**config.mk**
```make
export PLATFORM = sky130hd
export DESIGN_NAME = tracker_record_deframer_unit
export DESIGN_NICKNAME = d
export VERILOG_FILES = /design/src/rtl/trd_pkg.sv /design/src/rtl/tracker_record_deframer_unit.sv /design/src/rtl/trd_front.sv /design/src/rtl/trd_queue.sv /design/src/rtl/trd_back.sv
export SDC_FILE = /design/constraint.sdc
export NUM_CORES = 1
export LEC_CHECK = 0
export BUFFER_PORTS_ARGS = -buffer_cell sky130_fd_sc_hd__buf_4
export CORE_MARGIN = 3
export CORE_UTILIZATION = 50
export CTS_BUF_LIST = sky130_fd_sc_hd__clkbuf_16
export CTS_CLUSTER_DIAMETER = 200
export DETAILED_ROUTE_END_ITERATION = 10
export GPL_TIMING_DRIVEN = 0
export PLACE_DENSITY = 0.67
export RECOVER_POWER = 50
export SYNTH_ARGS = -nofsm -noshare
export SYNTH_HDL_FRONTEND = slang
export SYNTH_HIERARCHICAL = 1
export SYNTH_SLANG_ARGS = --single-unit
```
**constraint.sdc**
```tcl
create_clock -name clk -period 8.31 [get_ports clk]
set_clock_uncertainty 0.05 [all_clocks]
set_input_delay 0.831 -clock clk [delete_from_list [all_inputs] [get_ports clk]]
set_output_delay 0.831 -clock clk [all_outputs]
set_load 0.02 [all_outputs]
```
**src/rtl/trd_pkg.sv**
```systemverilog
// Shared types and constants for the tracker record deframer.
// Holds the front-to-back command word, byte codes and field widths.
// No dependencies; every other file imports this package.
package trd_pkg;

  localparam int BYTE_W       = 8;
  localparam int WORD_W       = 32;
  localparam int NUM_WORDS    = 6;
  localparam int PAYLOAD_LEN  = NUM_WORDS * (WORD_W / BYTE_W);  // 24
  localparam int POS_W        = 5;
  localparam int STATION_W    = 3;
  localparam int STEP_W       = 3;
  localparam int OUT_BITS     = STATION_W + NUM_WORDS * WORD_W + 3;
  localparam int OUT_TDATA_W  = ((OUT_BITS + 7) / 8) * 8;

  localparam logic [BYTE_W-1:0] CHR_CR    = 8'h0D;
  localparam logic [BYTE_W-1:0] CHR_LF    = 8'h0A;
  localparam logic [BYTE_W-1:0] CHR_ZERO  = 8'h30;
  localparam logic [BYTE_W-1:0] CHR_ONE   = 8'h31;
  localparam logic [BYTE_W-1:0] CHR_FOUR  = 8'h34;
  localparam logic [BYTE_W-1:0] CHR_SPACE = 8'h20;
  localparam logic [BYTE_W-1:0] CHR_UP_A  = 8'h41;
  localparam logic [BYTE_W-1:0] CHR_UP_Z  = 8'h5A;
  localparam logic [BYTE_W-1:0] CHR_LO_A  = 8'h61;
  localparam logic [BYTE_W-1:0] CHR_LO_Z  = 8'h7A;

  // Header positions
  localparam logic [STEP_W-1:0] HDR_CR      = 3'd0;
  localparam logic [STEP_W-1:0] HDR_LF      = 3'd1;
  localparam logic [STEP_W-1:0] HDR_ZERO    = 3'd2;
  localparam logic [STEP_W-1:0] HDR_STATION = 3'd3;

  localparam logic [POS_W-1:0] POS_LAST_PAYLOAD = POS_W'(PAYLOAD_LEN - 1);
  localparam logic [POS_W-1:0] POS_STYLUS_SKIP  = POS_W'(PAYLOAD_LEN);

  localparam logic [STATION_W-1:0] STATION_STYLUS = 3'd1;

  // Command handed from the parser to the assembler
  typedef struct packed {
    logic                 wr;        // store data at pos
    logic [POS_W-1:0]     pos;
    logic [BYTE_W-1:0]    data;
    logic                 done;      // record finished, emit a result
    logic [STATION_W-1:0] station;
    logic                 btn_valid;
    logic                 btn_pressed;
    logic                 lost;
  } trd_cmd_t;

endpackage

```
**src/rtl/tracker_record_deframer_unit.sv**
```systemverilog
// Top level of the tracker record deframer: parser, command queue, assembler.
// Depends on trd_pkg, trd_front, trd_queue and trd_back.
//
//   channel   direction  signals                          payload
//   s_axis    in         tvalid tready tdata[7:0]         rx_byte
//   m_axis    out        tvalid tready tdata[199:0]       one finished record
//   cfg       in         cfg_valid cfg_ready cfg_data     stylus_enabled
//
// One byte is taken every cycle while the two-entry command queue has room.
// A finished record is written into the command queue when its last byte is
// transferred; the output register is then loaded from the queue head once
// any result that it still holds has been taken.
// Reset clears parser state, the queue and the output valid; stylus_enabled
// resets to 1. A stalled output holds only the assembler on a record end;
// payload bytes of the next record keep flowing until the queue fills.
module tracker_record_deframer_unit (
  input  logic         clk,
  input  logic         rst,
  input  logic         s_axis_tvalid,
  output logic         s_axis_tready,
  input  logic [7:0]   s_axis_tdata,   // [7:0] rx_byte
  output logic         m_axis_tvalid,
  input  logic         m_axis_tready,
  // [2:0] station, [34:3] pos_x, [66:35] pos_y, [98:67] pos_z,
  // [130:99] angle_azimuth, [162:131] angle_elevation, [194:163] angle_roll,
  // [195] button_valid, [196] button_pressed, [197] lost_sync, [199:198] zero
  output logic [trd_pkg::OUT_TDATA_W-1:0] m_axis_tdata,
  input  logic         cfg_valid,
  output logic         cfg_ready,
  input  logic         cfg_data        // stylus_enabled
);
  import trd_pkg::*;

  logic     stylus_enabled;
  logic     cmd_push;
  trd_cmd_t cmd_in;
  logic     cmd_full;
  logic     cmd_pop;
  logic     cmd_nonempty;
  trd_cmd_t cmd_head;

  // register write is always accepted
  assign cfg_ready = 1'b1;

  always_ff @(posedge clk) begin
    if (rst) begin
      stylus_enabled <= 1'b1;
    end else if (cfg_valid) begin
      stylus_enabled <= cfg_data;
    end
  end

  // classify bytes and track header / payload position
  trd_front u_front (
    .clk            (clk),
    .rst            (rst),
    .in_valid       (s_axis_tvalid),
    .in_ready       (s_axis_tready),
    .in_byte        (s_axis_tdata),
    .stylus_enabled (stylus_enabled),
    .cmd_push       (cmd_push),
    .cmd            (cmd_in),
    .cmd_full       (cmd_full)
  );

  // decouple parser from result stalls
  trd_queue u_queue (
    .clk      (clk),
    .rst      (rst),
    .push     (cmd_push),
    .push_cmd (cmd_in),
    .full     (cmd_full),
    .pop      (cmd_pop),
    .nonempty (cmd_nonempty),
    .head     (cmd_head)
  );

  // gather words and present finished records
  trd_back u_back (
    .clk       (clk),
    .rst       (rst),
    .cmd_valid (cmd_nonempty),
    .cmd       (cmd_head),
    .cmd_pop   (cmd_pop),
    .out_valid (m_axis_tvalid),
    .out_ready (m_axis_tready),
    .out_data  (m_axis_tdata)
  );

endmodule

```
**src/rtl/trd_front.sv**
```systemverilog
// Byte parser: header match with resync hunt, payload counting, stylus bytes.
// Emits one trd_cmd_t per payload byte and per stylus button byte; the last one marks the record end.
// Depends on trd_pkg.
module trd_front (
  input  logic                clk,
  input  logic                rst,
  input  logic                in_valid,
  output logic                in_ready,
  input  logic [7:0]          in_byte,
  input  logic                stylus_enabled,
  output logic                cmd_push,
  output trd_pkg::trd_cmd_t   cmd,
  input  logic                cmd_full
);
  import trd_pkg::*;

  logic                 in_payload, in_payload_next;
  logic                 hunting, hunting_next;
  logic [STEP_W-1:0]    match_step, match_step_next;
  logic [POS_W-1:0]     payload_count, payload_count_next;
  logic [STATION_W-1:0] station_reg, station_reg_next;
  logic                 resync_seen, resync_seen_next;
  logic                 take;
  logic                 hdr_ok;
  logic                 is_filler;

  assign in_ready = !cmd_full;
  assign take     = in_valid && in_ready;

  assign is_filler = (in_byte == CHR_SPACE) ||
                     (in_byte >= CHR_UP_A && in_byte <= CHR_UP_Z) ||
                     (in_byte >= CHR_LO_A && in_byte <= CHR_LO_Z);

  always_comb begin
    unique case (match_step)
      HDR_CR:      hdr_ok = (in_byte == CHR_CR);
      HDR_LF:      hdr_ok = (in_byte == CHR_LF);
      HDR_ZERO:    hdr_ok = (in_byte == CHR_ZERO);
      HDR_STATION: hdr_ok = (in_byte >= CHR_ONE) && (in_byte <= CHR_FOUR);
      default:     hdr_ok = is_filler;
    endcase
  end

  always_comb begin
    in_payload_next    = in_payload;
    hunting_next       = hunting;
    match_step_next    = match_step;
    payload_count_next = payload_count;
    station_reg_next   = station_reg;
    resync_seen_next   = resync_seen;
    cmd_push           = 1'b0;
    cmd.wr             = 1'b0;
    cmd.pos            = payload_count;
    cmd.data           = in_byte;
    cmd.done           = 1'b0;
    cmd.station        = station_reg;
    cmd.btn_valid      = 1'b0;
    cmd.btn_pressed    = 1'b0;
    cmd.lost           = resync_seen;

    if (take) begin
      if (in_payload) begin
        if (payload_count < POS_STYLUS_SKIP) begin
          cmd_push           = 1'b1;
          cmd.wr             = 1'b1;
          payload_count_next = payload_count + POS_W'(1);
          if (payload_count == POS_LAST_PAYLOAD &&
              !(station_reg == STATION_STYLUS && stylus_enabled)) begin
            cmd.done = 1'b1;
          end
        end else if (payload_count == POS_STYLUS_SKIP) begin
          // first stylus byte carries nothing we report
          payload_count_next = payload_count + POS_W'(1);
        end else begin
          cmd_push        = 1'b1;
          cmd.done        = 1'b1;
          cmd.btn_valid   = 1'b1;
          cmd.btn_pressed = (in_byte == CHR_ONE);
        end
        if (cmd.done) begin
          in_payload_next    = 1'b0;
          payload_count_next = '0;
          hunting_next       = 1'b0;
          match_step_next    = HDR_CR;
          resync_seen_next   = 1'b0;
        end
      end else if (hdr_ok) begin
        if (match_step == HDR_STATION) begin
          station_reg_next = in_byte[STATION_W-1:0];
        end
        if (match_step > HDR_STATION) begin
          in_payload_next    = 1'b1;
          payload_count_next = '0;
          match_step_next    = HDR_CR;
        end else begin
          match_step_next = match_step + STEP_W'(1);
        end
      end else if (!hunting) begin
        hunting_next     = 1'b1;
        resync_seen_next = 1'b1;
        match_step_next  = HDR_CR;
      end else begin
        match_step_next = (in_byte == CHR_CR) ? HDR_LF : HDR_CR;
      end
    end
  end

  always_ff @(posedge clk) begin
    if (rst) begin
      in_payload    <= 1'b0;
      hunting       <= 1'b0;
      match_step    <= HDR_CR;
      payload_count <= '0;
      station_reg   <= '0;
      resync_seen   <= 1'b0;
    end else begin
      in_payload    <= in_payload_next;
      hunting       <= hunting_next;
      match_step    <= match_step_next;
      payload_count <= payload_count_next;
      station_reg   <= station_reg_next;
      resync_seen   <= resync_seen_next;
    end
  end

endmodule

```
**src/rtl/trd_queue.sv**
```systemverilog
// Two-entry command queue between the parser and the assembler.
// Depends on trd_pkg for the command type.
module trd_queue (
  input  logic                clk,
  input  logic                rst,
  input  logic                push,
  input  trd_pkg::trd_cmd_t   push_cmd,
  output logic                full,
  input  logic                pop,
  output logic                nonempty,
  output trd_pkg::trd_cmd_t   head
);
  import trd_pkg::*;

  trd_cmd_t   slots [2];
  logic       wr_ptr;
  logic       rd_ptr;
  logic [1:0] count;

  assign full     = (count == 2'd2);
  assign nonempty = (count != 2'd0);
  assign head     = slots[rd_ptr];

  always_ff @(posedge clk) begin
    if (push) begin
      slots[wr_ptr] <= push_cmd;
    end
  end

  always_ff @(posedge clk) begin
    if (rst) begin
      wr_ptr <= 1'b0;
      rd_ptr <= 1'b0;
      count  <= 2'd0;
    end else begin
      if (push) wr_ptr <= !wr_ptr;
      if (pop)  rd_ptr <= !rd_ptr;
      unique case ({push, pop})
        2'b10:   count <= count + 2'd1;
        2'b01:   count <= count - 2'd1;
        default: count <= count;
      endcase
    end
  end

endmodule

```
**src/rtl/trd_back.sv**
```systemverilog
// Record assembler: stores payload bytes and loads the result register.
// Depends on trd_pkg.
module trd_back (
  input  logic                          clk,
  input  logic                          rst,
  input  logic                          cmd_valid,
  input  trd_pkg::trd_cmd_t             cmd,
  output logic                          cmd_pop,
  output logic                          out_valid,
  input  logic                          out_ready,
  output logic [trd_pkg::OUT_TDATA_W-1:0] out_data
);
  import trd_pkg::*;

  logic [BYTE_W-1:0] asm_bytes      [PAYLOAD_LEN];
  logic [BYTE_W-1:0] asm_bytes_next [PAYLOAD_LEN];
  logic [NUM_WORDS*WORD_W-1:0] words_flat;

  // a finished record waits only while the result register is still held
  assign cmd_pop = cmd_valid && (!cmd.done || !out_valid || out_ready);

  always_comb begin
    for (int i = 0; i < PAYLOAD_LEN; i++) begin
      asm_bytes_next[i] = asm_bytes[i];
      if (cmd.wr && cmd.pos == POS_W'(i)) begin
        asm_bytes_next[i] = cmd.data;
      end
      words_flat[i*BYTE_W +: BYTE_W] = asm_bytes_next[i];
    end
  end

  always_ff @(posedge clk) begin
    if (cmd_pop) begin
      asm_bytes <= asm_bytes_next;
    end
    if (cmd_pop && cmd.done) begin
      out_data <= {(OUT_TDATA_W - OUT_BITS)'(0), cmd.lost, cmd.btn_pressed,
                   cmd.btn_valid, words_flat, cmd.station};
    end
  end

  always_ff @(posedge clk) begin
    if (rst) begin
      out_valid <= 1'b0;
    end else if (cmd_pop && cmd.done) begin
      out_valid <= 1'b1;
    end else if (out_ready) begin
      out_valid <= 1'b0;
    end
  end

endmodule

```
==> flow_summary_export.csv <==
group,metric,value,unit
synthesis,synth.distinct_cells,60,
final_layout,fillerInstances,2659,
final_layout,top_register,"u_back/out_data",
sta,setup_viol,0,
final_layout,num_antenna_cells,0,
final_layout,largestRegisters,"u_back/out_data x198, u_back/asm_bytes x192, u_queue/slots x42",
global_routing,grt_max_degree,69,
setup_path,start_kind,"register",
floorplan,fp.coreArea,33700,um^2
clock_tree,worstSkewPairLatency,0.54,ns
routing,drt_pass1_iterations,5,
global_routing,grt_first_pass_wirelength,51900,um
sta,finalMaxSlewViolations,119,
routing,num_vias,8647,
global_routing,grt.total_usage,0.189,
clock_tree,clock-root-buffer,"clkbuf_16",
routing,drt_iter0_markers,631,
sta,tightest_slew,2.53,ns
synthesis,postSynthAreaPerCell,19.6,um^2
synthesis,synth_area_leaders,"edfxtp_1, mux2_2, dfxtp_1",
pwr,ir_worst_vdd,0.000171,V
clock_tree,path_clk_slew,0.06,ns
floorplan,die-area,36700,um^2
synthesis,ys_ff_latch,453,
routing,wl_per_cell,21.4,um
clock_tree,cts_hold_buf,0,
sta,timing.final.crit_share,0.602,
place,place_hpwl,22600,um
pwr,leakagePower,0.00647,uW
final_layout,layout-drive-gt1-share,0.259,
place,place_congestion,0.751,
setup_path,path_common_cell,"clkbuf_1",
synthesis,synth_ff_type,"edfxtp_1",
sta,fin_crit,5.00,ns
global_routing,gr-total-overflow,0,
floorplan,dieWidth,191,um
hold_path,hp-start,"u_front/resync_seen$_SDFFE_PP0P_",
clock_tree,cts_buffer_depth,3,
setup_path,crit_family,"buffers and inverters",
setup_path,required,8.72,ns
synthesis,synth_edf_count,432,
sta,fmax,0.200,GHz
synthesis,netlist_top_cells_count,"edfxtp_1, mux2_2, nand2_1",
synthesis,async_reset_ff_frac,0,
final_layout,nets,1168,
hold_path,min_path_type,"register to register",
floorplan,die_h,191,um
floorplan,start_util,0.510,
pwr,p_per_area,216,nW/um^2
setup_path,cp.arrival,5.41,ns
hold_path,hold_depth,1,
clock_tree,tritoncts,"yes",
synthesis,yosysTopAreaCellShare,0.754,
place,port_buffers,212,
run_status,status,"finished, violations left",
setup_path,timing_worst_setup_path_type,"register to register",
synthesis,yosys.area.top_type,"edfxtp_1",
routing,viasPerCell,5.31,
sta,rsz0062_at_grt,"false",
final_layout,syn_to_final_growth,16.5,%
setup_path,cp_slowest_cell,"clkbuf_1",
pwr,p_total,4340,uW
setup_path,worstPathCellList,"clkbuf_1 -> mux2_1 -> inv_1 -> o21a_1 -> clkbuf_1 -> xnor2_1 -> nor2_1",
global_routing,grt_pass1_vias,8465,
hold_path,holdPathEnd,"u_front/resync_seen$_SDFFE_PP0P_",
run_status,violations,"capacitance limit, slew limit",
final_layout,largest_reg_flops,198,
synthesis,synthCells,877,
setup_path,regToRegSetupSlack,3.31,ns
setup_path,cp.buffers_inverters,3,
clock_tree,cts_sinks,453,
routing,drcViolationCount,0,
global_routing,antenna_found_initial,1,
sta,maxSlewHeadroom,-0.684,
floorplan,num_rows,67,
routing,ant_nets,0,
final_layout,final_util,0.595,
routing,drt-total-wl,34900,um
sta,hold_viol,0,
setup_path,end_kind,"register",
setup_path,worstPathMaxFanout,46,
clock_tree,post-cts-setup-buffer-count,0,
clock_tree,htreeDepth,2,
synthesis,yosysSeqAreaShare,0.779,
setup_path,max_stage_delay,1.87,ns
clock_tree,cts_resized,0,
synthesis,syn_area,17200,um^2
floorplan,io_pins,217,
clock_tree,cts-buffers-inserted,46,
synthesis,yosysWarnings,6,
setup_path,r2r_cells,7,
flow_run,cap_violations,3,
synthesis,synth.most_common_cell,"edfxtp_1",
[routing by layer]
layer	wire length, um	track usage	up-vias	part of all wire
met5	0	0	-	0
met4	815	0.0553	0	0.023
met2	16400	0.293	221	0.47
met1	15700	0.275	4394	0.45
li1	-	-	3980	-
met3	2010	0.0369	52	0.058
[worst register-to-register path, stage by stage, from the launching register on]
cell and delay (ns):
dfxtp_1 0.37, clkbuf_1 0.56, mux2_1 0.43, inv_1 0.07, o21a_1 1.15, clkbuf_1 1.88, xnor2_1 0.25, nor2_1 0.17
[stage by stage]
stage / setup TNS (ns) / instance area (um^2) / hold slack [ns] / std cells / setup slack (ns)
after floorplan: 0 / 17200 / 0.390 / 878 / 1.59
after global placement: -79.88 / 19400 / 0.421 / 1538 / -1.09
after detailed placement: 0 / 19600 / 0.435 / 1546 / 5.09
after CTS: 0 / 20900 / 0.394 / 1629 / 5.30
after global routing: 0 / 20000 / 0.431 / 1629 / 2.72
final: 0 / 20000 / 0.446 / 1629 / 3.31
[logic make-up (layout without fill, tap and decap cells)]
group / after synthesis / in the layout / share of synthesized area
and+or+nand+nor: 105 / 105 / 0.0367
buffers and inverters: 50 / 353 / 0.0147
muxes: 216 / 216 / 0.143
DFF: 453 / 453 / 0.779
AOI/OAI and AO/OA: 38 / 38 / 0.0180
adders and majority gates: 8 / 8 / 0.00582
xor gates and xnor gates: 5 / 5 / 0.00255
other: 2 / 3 / 0.000437
[worst max path at each step]
stage	slack, ns	endpoint	start	cells past startpoint
final	3.31	register	register	7
after global placement	-1.09	u_queue/count[1]$_SDFFE_PP0P_	register	7
after floorplan	1.59	u_queue/count[1]$_SDFFE_PP0P_	register	7
after detailed placement	5.09	u_queue/slots[1][11]$_DFFE_PP_	s_axis_tvalid	5
after global routing	2.72	register	register	7
after CTS	5.30	u_back/out_data[19]$_DFFE_PP_	register	5
[power breakdown]
group / switching, uW / internal [uW]
Combinational: 18.3 / 11.4
Sequential: 1.41 / 2470
Clock: 802 / 1040
Total: 822 / 3520
[placed cells by master (no fill, tap or decap), types with 3 or more instances in the layout]
cell type  netlist  final
a21oi_1         11     11
a31oi_1          3      3
buf_12           0      3
buf_16           0      3
buf_2            7      5
buf_4           13      8
clkbuf_1        19    232
clkbuf_16        0     48
clkbuf_4         0      7
clkinv_1         0     11
clkinv_2         0      6
conb_1           2      3
dfxtp_1         21     21
edfxtp_1       432    432
ha_1             8      8
inv_1           10     25
mux2_1           3     12
mux2_2         202    193
mux2_4           8      8
mux2i_1          3      3
nand2_1         22     22
nand2b_1         6      6
nand3_1          7      7
nor2_1          17     16
nor2_2           6      7
nor2b_1         12     12
nor3_1           4      4
nor3b_1          3      3
nor4b_2          3      3
o211ai_1         2      3
o21a_1           4      5
or3_1            5      5
xnor2_1          3      3
[final cells by class]
class                   count  area [um^2]  share of cell area
multi-input cells         375         3520               0.176
inverters                  10         37.5             0.00187
flip-flops and latches    453        13400               0.668
clock inverters            35          151             0.00755
clock buffers              48         1200              0.0599
well taps                 448          561              0.0280
repair buffers            220          972              0.0485
plain buffers              40          205              0.0102
Power figures use the tool's default switching activity.
